===== src/rtl/core/dtw_pkg.sv =====
// ----------------------------------------------------------------------------
// dtw_pkg
// Shared types and constants of the depth to world projection core.
// ----------------------------------------------------------------------------
package dtw_pkg;

    localparam int PIX_W      = 10;
    localparam int RAW_W      = 11;
    localparam int OUT_W      = 32;
    // signed width of a*raw + b, positive range of the denominator
    localparam int DEN_SW     = 46;
    localparam int DEN_W      = 44;
    // quotient bits produced by the divider chain, one per cell
    localparam int QW         = 31;
    localparam int CTR_W      = 26;
    localparam int INVF_W     = 32;
    localparam int COEF_A_W   = 33;
    localparam int COEF_B_W   = 36;
    localparam int CFG_IDX_W  = 3;
    localparam int CFG_DATA_W = 36;
    localparam int IN_DATA_W  = 32;
    localparam int OUT_DATA_W = 96;

    localparam logic signed [COEF_A_W-1:0] COEF_A_RST = -33'sd13190279;
    localparam logic [COEF_B_W-1:0]        COEF_B_RST = 36'd14306319236;
    localparam logic [INVF_W-1:0]          INV_FX_RST = 32'd7227976;
    localparam logic [INVF_W-1:0]          INV_FY_RST = 32'd7266790;
    localparam logic [CTR_W-1:0]           CTR_X_RST  = 26'd22236876;
    localparam logic [CTR_W-1:0]           CTR_Y_RST  = 26'd15908150;

    localparam logic [QW-1:0] DEPTH_MAX = {QW{1'b1}};

    typedef enum logic [CFG_IDX_W-1:0] {
        CFG_COEF_A = 3'd0,
        CFG_COEF_B = 3'd1,
        CFG_INV_FX = 3'd2,
        CFG_INV_FY = 3'd3,
        CFG_CTR_X  = 3'd4,
        CFG_CTR_Y  = 3'd5
    } t_cfg_idx;

    typedef struct packed {
        logic [PIX_W-1:0] col;
        logic [PIX_W-1:0] row;
        logic             zero;
        logic             sat;
    } t_side;

    typedef struct packed {
        logic [DEN_W-1:0] den;
        logic [DEN_W-1:0] rem;
        logic [QW-1:0]    num;
        logic [QW-1:0]    q;
        t_side            side;
    } t_div;

    typedef struct packed {
        logic             valid;
        logic [OUT_W-1:0] z;
        logic [OUT_W-1:0] y;
        logic [OUT_W-1:0] x;
    } t_point;

endpackage


===== src/rtl/core/dtw_div_cell.sv =====
// ----------------------------------------------------------------------------
// dtw_div_cell
// One restoring division step: shifts in one numerator bit, produces one
// quotient bit and hands the partial remainder to the next cell.
// ----------------------------------------------------------------------------
module dtw_div_cell
    import dtw_pkg::*;
(
    input  logic i_clk,
    input  logic i_rst_n,
    input  logic i_en,
    input  logic i_vld,
    input  t_div i_stage,
    output logic o_vld,
    output t_div o_stage
);

    logic         r_vld;
    t_div         r_stage;
    t_div         n_stage;
    logic [DEN_W:0] w_rem2;
    logic [DEN_W:0] w_diff;
    logic           w_ge;

    assign w_rem2 = {i_stage.rem, i_stage.num[QW-1]};
    assign w_diff = w_rem2 - {1'b0, i_stage.den};
    assign w_ge   = (w_rem2 >= {1'b0, i_stage.den});

    always_comb begin
        n_stage      = i_stage;
        n_stage.rem  = w_ge ? w_diff[DEN_W-1:0] : w_rem2[DEN_W-1:0];
        n_stage.num  = {i_stage.num[QW-2:0], 1'b0};
        n_stage.q    = {i_stage.q[QW-2:0], w_ge};
    end

    always_ff @(posedge i_clk) begin
        if (!i_rst_n) begin
            r_vld <= 1'b0;
        end else if (i_en) begin
            r_vld <= i_vld;
        end
    end

    always_ff @(posedge i_clk) begin
        if (i_en) begin
            r_stage <= n_stage;
        end
    end

    assign o_vld   = r_vld;
    assign o_stage = r_stage;

    // remainder stays below the divisor for every live division
    a_rem_below_den: assert property (@(posedge i_clk) disable iff (!i_rst_n)
        (r_vld && !r_stage.side.zero && !r_stage.side.sat) |->
        (r_stage.rem < r_stage.den))
        else $error("division remainder not below divisor");

endmodule


===== config.mk =====
export PLATFORM = sky130hd
export DESIGN_NAME = dtw_div_cell
export DESIGN_NICKNAME = d
export VERILOG_FILES = /design/src/rtl/core/dtw_pkg.sv /design/src/rtl/core/dtw_div_cell.sv
export SDC_FILE = /design/constraint.sdc
export NUM_CORES = 1
export LEC_CHECK = 0
export BUFFER_PORTS_ARGS = -buffer_cell sky130_fd_sc_hd__buf_4
export CORE_AREA = 2 2 135 137
export DETAILED_ROUTE_END_ITERATION = 6
export DIE_AREA = 0 0 137 139
export PLACE_DENSITY = 0.91
export SLEW_MARGIN = 10
export SYNTH_ARGS = -nofsm -noshare
export SYNTH_HDL_FRONTEND = slang
export SYNTH_SLANG_ARGS = --single-unit

===== constraint.sdc =====
create_clock -name i_clk -period 5.3 [get_ports i_clk]
set_input_delay 0.795 -clock i_clk [delete_from_list [all_inputs] [get_ports i_clk]]
set_output_delay 0.795 -clock i_clk [all_outputs]
set_load 0.05 [all_outputs]

# == Word level (Yosys, flattened, before mapping) ==
# Index checks and enable logic that the tools add are counted.
# op_classes
magnitude_cmp,1
n_addsub,1
n_mux,1
# op_table
operator,count
>= comparator 45 x 44 -> 1 bit,1
2-to-1 mux 44 bit,1
subtractor 44 bit,1
# word_totals
inputBits,176
register_bits,172
elab_cells,12

# == Logic depth before layout (Yosys ltp) ==
# logic_depth
depth_word,2
depth_mapped,14
mapped_depth_nobuf,12

# == Worst setup path after synthesis ==
# No wires, ideal clock.
# synth_path
kind,in2reg
from,input i_stage[83] (netlist bit)
to,"register r_stage, in the netlist o_stage[120] (data pin)"
arrival_ps,3129
n_path_buf,0
stages,12
setup_ps,260
t_required_ps,5040
slack_ps,1911
path_cell_list,inv_1 ha_1 fa_1 nand2b_1 a21oi_1 o2111ai_1 a21boi_2 a2111oi_4 o31ai_2 a21oi_1 xnor2_1 mux2_4
# synth_rtl
element,line_no,rtl
from (decl),dtw_div_cell.sv:13,"input t_div i_stage,"
to (signal assigned),dtw_div_cell.sv:46,r_stage <= n_stage;
to (decl),dtw_div_cell.sv:19,t_div r_stage;

==> metrics <==
Top Ports=349; Cell Int Power=2.74 mW; CP Capture Type=flop; worst path cell trace=buf_4 > inv_1 > ha_1 > and3_1 > nand4_1 > nor4_1 > nand4_1 > o211ai_2 > a2111oi_2 > or2_4 > inv_4 > buf_4 > nor2_1 > a21oi_1; cts hold-fix bufs=0; count of final max-slew check failures=0; PostCTS Resize Cnt=0; Switch Pwr=approximately 1.5 mW; vias per std cell=~5.4; warnings from Yosys=0; slowest cell delay on critical path=roughly 0.5 ns; kind of critical path=in -> reg; number of flops mapped to enable cells by yosys=171; post-layout util=67.2%; LEAKAGE=5.22 nW; DIE WIDTH=137 um; Initial Util=48.1%; ANT cells=0; RSZ-0062 raised after global routing=no; Synth Area in Compound Gates=between 10% and 20%; IR drop worst, VDD=around 220 uV; CTS tree=built; Root Driver=clkbuf_16; worst hold margin=0.537 ns; Fin. Hold Viols=0; clk_lat worst skew=0.43 ns; Synth Area in Adders=6.72%; final instance count without filler cells=1258; DRT antenna net count=0; Logic pwr share=31.3%; sequential power share=between 40% and 50%; TNS Setup=0 ns; total iterations of the first detailed-routing run=5; Sw Share=35.7%; WP data arrival=4.03 ns; Max-cap violations=0; Worst Setup Start Kind=input port; clk sinks=172; Seq/Total Area, Yosys=60.7%; CP top delay family=simple AND/OR/NAND/NOR gates; Num CTS Buffers=17; clock share of power=between 20% and 30%; outcome=completed; Critical-path top delay cell=inv_4; core area=17700 um2; Max Clk Rate=0.264 GHz; mean post-synth cell area=12.8 um2; routed len/inst=20.1 um; initial antenna violation count=0; HPWL Detailed=19700 um; Cell Area, Synth=8500 um2; asr flop ratio synth=0%; CP max FO=55; vias in the first global route=6798; row count=49; chip height=139 um; Post-DP Area=11300 um2; Clock Skew=0 ns; Area growth, synth to finish=39.6%; Die Area=19000 um2; Final Critical Period=3.78 ns; Syn Inst Count=662; Worst Hold Class=in -> reg; CTS clk-pin slew, worst paths=0.07 ns; Post-Synth Simple-Gate Area=7.86%; Worst slew margin=48.8%; DRC=0; global route overflow=0; Iter 0 DRT Violations=455; period utilization=71.3%; total setup buffers inserted after CTS=0; Post-Route WL=~25000 um; Pwr Density=360 nW/um2; mux cell area share after synthesis=2.80%; IO Port Bufs=346; WP buf/inv=4; Placer Congestion=0.888; # setup viols final=0; Max Buffers Root-to-Sink=2; CTS H-Tree Depth=4; syn nets=883; Final Cell Area=11900 um2; Most used DFF post-synth=edfxtp_1; Synth Area in XOR/XNOR=4.02%; Netlist cell types=71; placed instance count=1226; share of post-route cells with drive strength above 1=about two fifths; largest family of logic cells by synthesized area=compound AO/OA/AOI/OAI gates; GRT Overall Usage=25.8%; Worst-Margin Slew=0.768 ns; first-pass GRT wire length=37200 um; Synth Register Bits=between 150 and 200; nets=1237; via count=6738; largest net degree at the start of global routing=slightly below 90; CP required=about 5.6 ns
-- per-layer routing --
layer,part of all wire (%),global-route usage [%],vias up
met5,0,0,-
li1,-,-,3158
met3,9.7,8.44,58
met4,3.7,11.0,0
met1,35,28.3,3202
met2,51,45.4,320
-- through the flow --
stage / worst slack, ns / power, mW
2_1_floorplan: 1.91 / 2.62
3_3_place_gp: 1.16 / 3.03
3_5_place_dp: 1.08 / 3.07
4_1_cts: 1.52 / 4.28
5_1_grt: 1.34 / 4.41
6_report: 1.52 / 4.27
-- registers in the layout, indices dropped and copies added, names as in the netlist --
register / cells
o_stage: 171
o_vld: 1
-- final cells by class --
class,count,area [um2]
clock inverter,15,146
fill,1298,5800
multi-input combinational,416,2990
sequential,172,5150
timing repair buffer,350,2630
inverter,59,224
tap,229,287
clock buffer,17,425
-- worst reg2reg max path, stage by stage (launching register included) --
cell	delay, ns
dfxtp_1	0.33
mux2i_1	0.15
nor2b_1	0.07
-- path summary, 6_finish.rpt --
kind | cells past startpoint | slack [ns] | from | end
min reg2reg | 2 | 0.59 | o_vld | o_vld
max | 14 | 1.52 | i_stage[148] | o_stage[114]
max reg2reg | 2 | 4.65 | o_vld | o_vld
min | 1 | 0.54 | i_stage[63] | o_stage[64]
-- cell families (layout without fill, tap and decap cells) --
kind of cell | Yosys count | count (layout)
AOI/OAI and AO/OA | 169 | 169
xor gates and xnor gates | 39 | 39
adders and majority gates | 45 | 45
buffers and inverters | 74 | 441
DFF | 172 | 172
muxes | 17 | 17
other | 1 | 1
and+or+nand+nor | 145 | 145
-- cell usage in the layout (no fill, tap or decap), drive strengths merged, types with 4 or more instances in the layout --
cell,netlist,final
a21o,17,17
a21oi,77,77
a311oi,4,4
a31oi,8,8
and3,5,5
buf,10,350
clkbuf,5,17
edfxtp,171,171
ha,44,44
inv,59,68
mux2,15,15
nand2,40,40
nand2b,7,7
nand3,9,9
nand4,4,4
nor2,54,54
nor2b,6,6
nor3,6,6
o2111ai,4,4
o211ai,5,5
o21a,5,5
o21ai,23,23
o21bai,5,5
or2,4,4
xnor2,26,26
xor2,13,13
-- power by group through the flow --
stage | clock network (mW) | logic [mW] | registers (mW)
after floorplan | 0 | 0.403 | 2.22
after global placement | 0 | 1.30 | 1.73
after detailed placement | 0 | 1.33 | 1.74
after CTS | 1.24 | 1.34 | 1.71
after global routing | 1.29 | 1.40 | 1.72
final | 1.22 | 1.34 | 1.71
-- cell usage after synthesis, drive strengths merged (6+ instances only) --
cell type / n / area, um2
ha: 44 / 551
nor2b: 6 / 37.5
a21o: 17 / 131
mux2: 15 / 218
nand3: 9 / 45.0
a21oi: 77 / 404
o21ai: 23 / 115
edfxtp: 171 / 5130
nand2: 40 / 150
nor2: 54 / 205
nand2b: 7 / 43.8
a31oi: 8 / 56.3
xnor2: 26 / 228
nor3: 6 / 30.0
buf: 10 / 95.1
inv: 59 / 224
xor2: 13 / 114
Note: power is estimated with default switching activity, not from simulation.
