$ cat config.mk
export PLATFORM = sky130hd
export DESIGN_NAME = dtw_out_buf
export DESIGN_NICKNAME = d
export VERILOG_FILES = /design/src/rtl/core/dtw_pkg.sv /design/src/rtl/core/dtw_out_buf.sv
export SDC_FILE = /design/constraint.sdc
export NUM_CORES = 1
export LEC_CHECK = 0
export ABC_AREA = 1
export ABC_CLOCK_PERIOD_IN_PS = 3100
export BUFFER_PORTS_ARGS = -buffer_cell sky130_fd_sc_hd__buf_2
export CORE_ASPECT_RATIO = 0.75
export CORE_MARGIN = 8
export CORE_UTILIZATION = 40
export CTS_BUF_LIST = sky130_fd_sc_hd__clkbuf_4 sky130_fd_sc_hd__clkbuf_8
export CTS_CLUSTER_DIAMETER = 40
export DETAILED_ROUTE_END_ITERATION = 6
export PLACE_DENSITY = 0.66
export SLEW_MARGIN = 20
export SYNTH_ARGS = -nofsm -noshare
export SYNTH_HDL_FRONTEND = slang
export SYNTH_SLANG_ARGS = --single-unit
$ cat constraint.sdc
create_clock -name i_clk -period 3.1 [get_ports i_clk]
set_input_delay 0.155 -clock i_clk [delete_from_list [all_inputs] [get_ports i_clk]]
set_output_delay 0.155 -clock i_clk [all_outputs]
set_load 0.02 [all_outputs]
$ cat src/rtl/core/dtw_pkg.sv
// ----------------------------------------------------------------------------
// dtw_pkg
// Shared types and constants of the depth to world projection core.
// ----------------------------------------------------------------------------
package dtw_pkg;

    localparam int PIX_W      = 10;
    localparam int RAW_W      = 11;
    localparam int OUT_W      = 32;
    // signed width of a*raw + b, positive range of the denominator
    localparam int DEN_SW     = 46;
    localparam int DEN_W      = 44;
    // quotient bits produced by the divider chain, one per cell
    localparam int QW         = 31;
    localparam int CTR_W      = 26;
    localparam int INVF_W     = 32;
    localparam int COEF_A_W   = 33;
    localparam int COEF_B_W   = 36;
    localparam int CFG_IDX_W  = 3;
    localparam int CFG_DATA_W = 36;
    localparam int IN_DATA_W  = 32;
    localparam int OUT_DATA_W = 96;

    localparam logic signed [COEF_A_W-1:0] COEF_A_RST = -33'sd13190279;
    localparam logic [COEF_B_W-1:0]        COEF_B_RST = 36'd14306319236;
    localparam logic [INVF_W-1:0]          INV_FX_RST = 32'd7227976;
    localparam logic [INVF_W-1:0]          INV_FY_RST = 32'd7266790;
    localparam logic [CTR_W-1:0]           CTR_X_RST  = 26'd22236876;
    localparam logic [CTR_W-1:0]           CTR_Y_RST  = 26'd15908150;

    localparam logic [QW-1:0] DEPTH_MAX = {QW{1'b1}};

    typedef enum logic [CFG_IDX_W-1:0] {
        CFG_COEF_A = 3'd0,
        CFG_COEF_B = 3'd1,
        CFG_INV_FX = 3'd2,
        CFG_INV_FY = 3'd3,
        CFG_CTR_X  = 3'd4,
        CFG_CTR_Y  = 3'd5
    } t_cfg_idx;

    typedef struct packed {
        logic [PIX_W-1:0] col;
        logic [PIX_W-1:0] row;
        logic             zero;
        logic             sat;
    } t_side;

    typedef struct packed {
        logic [DEN_W-1:0] den;
        logic [DEN_W-1:0] rem;
        logic [QW-1:0]    num;
        logic [QW-1:0]    q;
        t_side            side;
    } t_div;

    typedef struct packed {
        logic             valid;
        logic [OUT_W-1:0] z;
        logic [OUT_W-1:0] y;
        logic [OUT_W-1:0] x;
    } t_point;

endpackage

$ cat src/rtl/core/dtw_out_buf.sv
// ----------------------------------------------------------------------------
// dtw_out_buf
// Output register with a skid stage; the upstream ready is a register.
// ----------------------------------------------------------------------------
module dtw_out_buf
    import dtw_pkg::*;
(
    input  logic   i_clk,
    input  logic   i_rst_n,
    input  logic   i_valid,
    output logic   o_ready,
    input  t_point i_data,
    output logic   o_valid,
    input  logic   i_ready,
    output t_point o_data
);

    logic   r_out_v;
    logic   r_skid_v;
    t_point r_out;
    t_point r_skid;
    logic   w_to_skid;
    logic   w_load_out;

    assign w_to_skid  = !r_skid_v && i_valid && r_out_v && !i_ready;
    assign w_load_out = !r_out_v || i_ready;

    always_ff @(posedge i_clk) begin
        if (!i_rst_n) begin
            r_out_v  <= 1'b0;
            r_skid_v <= 1'b0;
        end else begin
            if (w_to_skid) begin
                r_skid_v <= 1'b1;
            end else if (i_ready) begin
                r_skid_v <= 1'b0;
            end
            if (w_load_out) begin
                r_out_v <= r_skid_v || i_valid;
            end
        end
    end

    always_ff @(posedge i_clk) begin
        if (w_to_skid) begin
            r_skid <= i_data;
        end
        if (w_load_out) begin
            r_out <= r_skid_v ? r_skid : i_data;
        end
    end

    assign o_ready = !r_skid_v;
    assign o_valid = r_out_v;
    assign o_data  = r_out;

    a_skid_needs_out: assert property (@(posedge i_clk) disable iff (!i_rst_n)
        r_skid_v |-> r_out_v)
        else $error("skid stage full while output register empty");

    a_skid_holds: assert property (@(posedge i_clk) disable iff (!i_rst_n)
        (r_skid_v && !i_ready) |=> (r_skid_v && $stable(r_skid)))
        else $error("stalled skid stage lost its request");

endmodule

---- After elaboration in Yosys (flattened, before gate mapping) ----
Index checks and enable logic that the tools add are counted.
storage, ports and cells
  logic and storage cells ................. 22
  memories ................................ 0
  bits in latches ......................... 0
  memory bits (writable) .................. 0
  register bits after elaboration ......... 196
  output and inout port bits .............. 99
  input bits .............................. 101
  ROM bits ................................ 0
cells by class
  eq/ne operators ......................... 0
  bitwise gates (word level) .............. 0
  divide/modulo/power cells ............... 0
  multiplexer cells ....................... 3
  multipliers ............................. 0
  magnitude comparators ................... 0
  reduce and logical (&&, ||, !) cells .... 9
  shift-type cells ........................ 0
  add/subtract/negate cells ............... 0
operator list
  operator            count
  two-way mux 97 bit  1
  logical AND 1 bit   3
  logical NOT 1 bit   3
  logical OR 1 bit    2
  two-way mux 1 bit   2
  nonzero test 2 bit  1

---- Longest topological paths before layout ----
Gate-level depths: netlist (run 1).
  depth in word-level cells ............... 5
  gate-level depth with buffers ........... 6

---- Worst setup path after synthesis (run 1) ----
Ideal clock, no wire load.
  path kind ............................... reg-to-reg
  start ................................... register r_skid_v
  end ..................................... register r_skid[0] in the netlist's numbering, enable pin
  path buffers ............................ 2
  period minus slack after synthesis ...... 3,054 ps
  data required time ...................... 2,649 ps
  library setup time ...................... 451 ps
  arrival ................................. 2,603 ps
  path slack .............................. 46 ps
  stages on the path, launching flop included .. 6
  cell sequence ........................... dfxtp_1 -> buf_4 -> buf_6 -> nor2_1 -> nand2_1 -> inv_1
on the way
  longest elaborated chain between the ends .. 4
RTL lines
  item                             line               text
  start, declared                  dtw_out_buf.sv:19  logic r_skid_v;
  start signal, assigned           dtw_out_buf.sv:31  r_skid_v <= 1'b0;
  start signal, assigned           dtw_out_buf.sv:34  r_skid_v <= 1'b1;
  start signal, assigned           dtw_out_buf.sv:36  r_skid_v <= 1'b0;
  logical NOT 1 bit                dtw_out_buf.sv:25  assign w_to_skid = !r_skid_v && i_valid && r_out_v && !i_ready;
  logical AND 1 bit (3 in series)  dtw_out_buf.sv:25
  via w_to_skid                    dtw_out_buf.sv:22  logic w_to_skid;
  end signal, assigned             dtw_out_buf.sv:46  r_skid <= i_data;
  end, declared                    dtw_out_buf.sv:21  t_point r_skid;
The timed path passes the listed nets, and every way through them passes these cells.
A chain may end at the register's enable or synchronous reset.

---- Final worst setup path (run 1) ----
  start ................................... register r_skid_v
  end ..................................... register r_skid_v
on the way
  longest elaborated chain between the ends .. 5
  elaborated cells between the ends (all ways) .. 6
  classes of those cells .................. mux: 1; reduce/logical: 5
RTL lines
  item                                                     line
  logical NOT 1 bit *                                      dtw_out_buf.sv:25
  logical AND 1 bit * (3 in series)                        dtw_out_buf.sv:25
  two-way mux 1 bit or nonzero test 2 bit (tied branches)  --
Mark *: on every way between the ends. The rest lies on a longest branch, timed or not.

==> flow_summary.json, run 1 <==
{
  "status": "complete, no violations",
  "yosysMostFrequentCell": "nand2_1",
  "cp_top_family": "buffers and inverters",
  "grt_pass1_vias": 5155,
  "yosysWarnings": 0,
  "rr_worst_depth": 4,
  "synthFlopType": "edfxtp_1",
  "nets": 924,
  "die_w_um": 170,
  "syn_to_final_growth_pct": 36.7,
  "synth.cell_area_um2": 7140,
  "synthTopCellsByCount": "nand2_1, edfxtp_1, buf_2",
  "fin_worst_skew_ns": 0.0169,
  "grt_pass1_wl_mm": 26.9,
  "antenna_found_initial": 1,
  "wl_per_cell_um": 15.6,
  "rr_endpoint": "r_skid_v$_SDFFE_PN0P_",
  "worstSetupPathType": "flip-flop to flip-flop",
  "firstDrtPassIters": 5,
  "instances_no_fill": 1079,
  "reg2reg_slack_ns": 0.93,
  "io_buffers": 199,
  "synth_cell_types": 11,
  "root_buffer": "clkbuf_8",
  "fp.coreArea_um2": 17600,
  "async_reset_ff_frac": 0,
  "synth-seq-cells": 196,
  "slowest_stage": "dfxtp_4",
  "cts_resized": 0,
  "cp_num_cells": 4,
  "yosysSeqAreaShare": 0.821,
  "total_power_mw": 5.35,
  "fmax_ghz": 0.461,
  "grt_use_total": 0.152,
  "grt_overflow": 0,
  "cpPeakStageDelay_ns": 0.60,
  "cp.arrival_ns": 2.55,
  "setup_viol": 0,
  "synth-edff-count": 194,
  "cts_made_buffers": 17,
  "final_util": 0.556,
  "hold_class": "input port to flip-flop",
  "num_vias": 4795,
  "grt_max_degree": 100,
  "initial_core_util": 0.407,
  "gp_congestion": 0.751,
  "rsz0062_at_grt": "false",
  "holdCritStartpoint": "i_ready",
  "slew_headroom": 0.342,
  "remaining_drc_errors": 0,
  "synth_area_leaders": "edfxtp_1, nand2_1, buf_2, dfxtp_1, buf_6",
  "whs_endpoint": "r_skid[88]$_DFFE_PP_",
  "synth.top_cell.area_share": 0.816,
  "num_rows": 42,
  "whs_path_depth": 4,
  "path_cells": "buf_4 -> nand2_1 -> a21oi_1 -> dlygate4sd3_1",
  "path_clk_slew_ns": 0.10,
  "yosysTopAreaCell": "edfxtp_1",
  "drv_slew": 0,
  "worst-slew-pin-transition_ns": 0.987,
  "insertion_delay_ns": 0.45,
  "drive_gt1_frac": 0.287,
  "drt_iter0_markers": 412,
  "finalCritPeriodShare": 0.700,
  "r2r_start": "r_skid_v$_SDFFE_PN0P_",
  "wl_mm": 16.8,
  "critPathBufInv": 2,
  "syn_inst": 521,
  "hold_viol": 0,
  "worstPathRequired_ns": 3.48,
  "cp-start-kind": "flip-flop",
  "design.die.area_um2": 22400,
  "vias_per_cell": 4.44,
  "p_leak_nw": 4.19,
  "vdd_drop_max_uv": 376,
  "chipHeight_um": 132,
  "period_needed_ns": 2.17,
  "cp_max_fo": 66,
  "synth_area_per_cell_um2": 13.7,
  "tns_ns": 0,
  "p_per_area_nw_per_um2": 548,
  "maxCapViolCount": 0,
  "cts.sinks": 196,
  "clock_path_buffers": 2,
  "cts_setup_buffers": 0,
  "hpwlAfterDp_mm": 10.6,
  "endpoint_kind": "flip-flop",
  "htree_levels": 4,
  "ant_nets": 0,
  "tritoncts": "built",
  "cts_hold_buf": 100,
  "io_pins": 200,
  "synth_nets": 622,
  "dp.cells": 946
}
flip-flops by register name (all words and copies together), names as in the netlist:
name,flops
r_skid_v,1
r_skid,97
o_valid,1
o_data,97
placed cells by master (no fill, tap or decap), drive strengths merged:
master	Yosys	routed
buf	21	204
nand2	294	294
clkinvlp	0	3
diode	0	1
edfxtp	194	194
nor2	2	2
clkbuf	0	18
inv	6	11
a31oi	1	1
dlygate4sd3	0	100
bufinv	0	1
clkinv	0	5
dfxtp	2	2
a21oi	1	1
layout make-up:
class                      count  area [um^2]
antenna                        1         2.50
fill                        1458         7790
inverter                       6         27.5
multi-input combinational    298         1130
clock buffer                  18          241
tap                          242          303
timing repair buffer         304         2050
clock inverter                14          144
sequential                   196         5870
power by group:
| part | switching, mW | internal (mW) |
|---|---|---|
| sequential | 0.0475 | 3.08 |
| combinational | 0.364 | 0.243 |
| clock | 0.947 | 0.670 |
worst max path at each step:
stage,slack [ns],endpoint,from
final,0.93,r_skid_v$_SDFFE_PN0P_,r_skid_v$_SDFFE_PN0P_
after global routing,0.76,r_skid_v$_SDFFE_PN0P_,r_skid_v$_SDFFE_PN0P_
after CTS,0.86,o_ready,r_skid_v$_SDFFE_PN0P_
after detailed placement,1.21,r_skid[5]$_DFFE_PP_,r_skid_v$_SDFFE_PN0P_
after global placement,1.28,r_skid[89]$_DFFE_PP_,r_skid_v$_SDFFE_PN0P_
after floorplan,0.05,r_skid[0]$_DFFE_PP_,r_skid_v$_SDFFE_PN0P_
tightest hold or removal path, cell delays in order:
cell and delay [ns]:
buf_2 0.10, nor2_1 0.04, nand2_1 0.11, inv_4 0.19
through the flow:
stage               worst slack (ns)  area [um^2]  hold WS (ns)
floorplan                     0.0463         7140         0.254
global placement                1.28         8380         0.346
detailed placement              1.21         8380         0.349
CTS                            0.859         9760         0.349
global route                   0.762         9760         0.383
finish                         0.931         9760         0.371
logic make-up (layout without fill, tap and decap cells):
logic type / Yosys count / count (layout) / share of synthesized area
other cells: 0 / 1 / 0
compound gates: 2 / 2 / 0.00158
flops: 196 / 196 / 0.821
buf+inv: 27 / 342 / 0.0215
simple gates: 296 / 296 / 0.156
per-layer routing:
metal,GRT usage,share of wire,vias up
li1,-,-,2358
met1,0.182,0.41,2250
met2,0.257,0.49,174
met3,0.0569,0.080,13
met4,0.0369,0.011,0
met5,0,0,-
(Power assumes the default switching activity.)
==> run 2: changes to the inputs <==
--- a/config.mk
+++ b/config.mk
@@ -5,8 +5,8 @@
 export SDC_FILE = /design/constraint.sdc
 export NUM_CORES = 1
 export LEC_CHECK = 0
-export ABC_AREA = 1
-export ABC_CLOCK_PERIOD_IN_PS = 3100
+export ABC_AREA = 0
+export ABC_CLOCK_PERIOD_IN_PS = 2200
 export BUFFER_PORTS_ARGS = -buffer_cell sky130_fd_sc_hd__buf_2
 export CORE_ASPECT_RATIO = 0.75
 export CORE_MARGIN = 8
@@ -14,7 +14,6 @@
 export CTS_BUF_LIST = sky130_fd_sc_hd__clkbuf_4 sky130_fd_sc_hd__clkbuf_8
 export CTS_CLUSTER_DIAMETER = 40
 export DETAILED_ROUTE_END_ITERATION = 6
-export PLACE_DENSITY = 0.66
 export SLEW_MARGIN = 20
 export SYNTH_ARGS = -nofsm -noshare
 export SYNTH_HDL_FRONTEND = slang
==> constraint.sdc (replaced) <==
create_clock -name i_clk -period 2.2 [get_ports i_clk]
set_input_delay 0.11 -clock i_clk [delete_from_list [all_inputs] [get_ports i_clk]]
set_output_delay 0.11 -clock i_clk [all_outputs]
set_load 0.02 [all_outputs]
==> run 2 against run 1 <==
  * Highest routed layer unchanged
  * Synthesized cell count shrank 40%
  * Global-route usage decreased by 1.4 points
  * Clock skew decreased by 0.0049 ns
  * Via count decreased by 17%
  * Power increased by 44%
==> flow_summary.json, run 2 <==
{
  "status": "complete, no violations",
  "final_util": 0.553,
  "ant_nets": 0,
  "switching_power_mw": 1.77,
  "fp.coreArea_um2": 18500,
  "tns_ns": 0,
  "worstPathRequired_ns": 2.09,
  "synth-edff-count": 194,
  "syn_inst": 311,
  "insertion_delay_ns": 0.46,
  "hpwlAfterDp_mm": 10.4,
  "clock_path_buffers": 2,
  "drv_slew": 0,
  "p_leak_nw": 4.03,
  "synth_area_leaders": "edfxtp_1, mux2_4, buf_12, mux2_2, dfxtp_1",
  "p_int_mw": 5.93,
  "antenna_found_initial": 1,
  "worstSetupPathType": "flip-flop to output port",
  "cts.sinks": 196,
  "chipHeight_um": 135,
  "swShare": 0.229,
  "htree_levels": 4,
  "wl_mm": 16.0,
  "initial_core_util": 0.407,
  "period_needed_ns": 1.85,
  "cts_made_buffers": 17,
  "cp_max_fo": 29,
  "cts_resized": 0,
  "num_vias": 3995,
  "design.die.area_um2": 23500,
  "tritoncts": "built",
  "synthFlopType": "edfxtp_1",
  "rsz0062_at_grt": "false",
  "dp.cells": 754,
  "remaining_drc_errors": 0,
  "pwr-share-comb": 0.115,
  "grt_max_degree": 80,
  "vias_per_cell": 4.50,
  "yosysMostFrequentCell": "edfxtp_1",
  "slew_headroom": 0.614,
  "synth.top_cell.area_share": 0.775,
  "fmax_ghz": 0.540,
  "synth_cell_types": 15,
  "firstDrtPassIters": 4,
  "synth_area_per_cell_um2": 24.2,
  "die_w_um": 174,
  "async_reset_ff_frac": 0,
  "grt_overflow": 0,
  "reg2reg_slack_ns": 0.54,
  "fin_worst_skew_ns": 0.0120,
  "cts_setup_buffers": 0,
  "wl_per_cell_um": 18.0,
  "syn_to_final_growth_pct": 35.7,
  "drt_iter0_markers": 253,
  "yosysWarnings": 0,
  "finalCritPeriodShare": 0.842,
  "cp-start-kind": "flip-flop",
  "mostFrequentLayoutCell": "buf_2",
  "io_pins": 200,
  "grt_pass1_wl_mm": 25.2,
  "yosysTopAreaCell": "edfxtp_1",
  "maxCapViolCount": 0,
  "worst-slew-pin-transition_ns": 0.578,
  "seqPwrFrac": 0.570,
  "hold_class": "input port to flip-flop",
  "instances_no_fill": 888,
  "synth_nets": 412,
  "hold_viol": 0,
  "cts_hold_buf": 101,
  "drive_gt1_frac": 0.531,
  "synth-seq-cells": 196,
  "clockPowerShare": 0.315,
  "mostFrequentLayoutCells": "buf_2, edfxtp_1, dlygate4sd3_1",
  "nets": 728,
  "setup_viol": 0,
  "grt_pass1_vias": 4438,
  "cp.arrival_ns": 1.74,
  "root_buffer": "clkbuf_8",
  "io_buffers": 199,
  "endpoint_kind": "output port",
  "synth.cell_area_um2": 7520,
  "vdd_drop_max_uv": 425,
  "grt_use_total": 0.138,
  "num_rows": 43,
  "path_clk_slew_ns": 0.09,
  "synthTopCellsByCount": "edfxtp_1, mux2_4, mux2_2",
  "yosysSeqAreaShare": 0.780,
  "p_per_area_nw_per_um2": 754,
  "gp_congestion": 0.732
}
run 2: final timing paths:
path	startpoint	to	cells past startpoint
worst min-delay path	i_valid	r_skid[92]$_DFFE_PP_	3
worst max-delay path	r_skid_v$_SDFFE_PN0P_	o_ready	3
worst min register to register	r_skid[81]$_DFFE_PP_	o_data[81]$_DFFE_PP_	1
worst max register to register	r_skid_v$_SDFFE_PN0P_	o_data[6]$_DFFE_PP_	2
run 2: through the flow:
| step | instance area, um^2 | setup WS, ns | hold slack [ns] | total power [mW] |
|---|---|---|---|---|
| global placement | 8780 | 0.587 | 0.282 | 5.20 |
| detailed placement | 8780 | 0.547 | 0.294 | 5.22 |
| floorplan | 7540 | -1.83 | 0.180 | 4.91 |
| CTS | 10200 | 0.297 | 0.287 | 7.78 |
| finish | 10200 | 0.347 | 0.301 | 7.70 |
| global route | 10200 | 0.234 | 0.290 | 8.00 |
run 2: layout make-up:
class                   instances  area, um^2
clock inverters                12         154
diodes                          1        2.50
clock buffers                  20         256
flip-flops and latches        196        5870
repair buffers                308        2130
multi-input cells             103        1480
fillers                      1439        8250
well taps                     247         309
inverters                       1        3.75
run 2: logic make-up (layout without fill, tap and decap cells):
family                 Yosys count  in the layout  share of synthesized area
DFF                            196            196                      0.780
muxes                           97             97                      0.188
buffers and inverters           12            341                     0.0260
and+or+nand+nor                  4              4                    0.00399
AOI/OAI and AO/OA                2              2                    0.00166
other                            0              1                          0
run 2: routing by layer:
layer / vias up / GRT usage / part of all wire
met5: - / 0 / 0
met4: 0 / 0.0469 / 0.013
met3: 16 / 0.0616 / 0.090
met2: 161 / 0.208 / 0.45
met1: 1947 / 0.176 / 0.45
li1: 1871 / - / -
run 2: worst max-delay path, cell delays in order, from the launching register on:
cell and delay [ns]:
dfxtp_4 0.74, buf_4 0.32, inv_1 0.07, buf_2 0.16
run 2: power by group through the flow:
stage / Combinational (mW) / Clock [mW] / Sequential (mW)
after floorplan: 0.255 / 0 / 4.65
after CTS: 0.895 / 2.50 / 4.39
after detailed placement: 0.753 / 0 / 4.47
after global routing: 0.950 / 2.64 / 4.40
final: 0.886 / 2.42 / 4.39
after global placement: 0.740 / 0 / 4.46
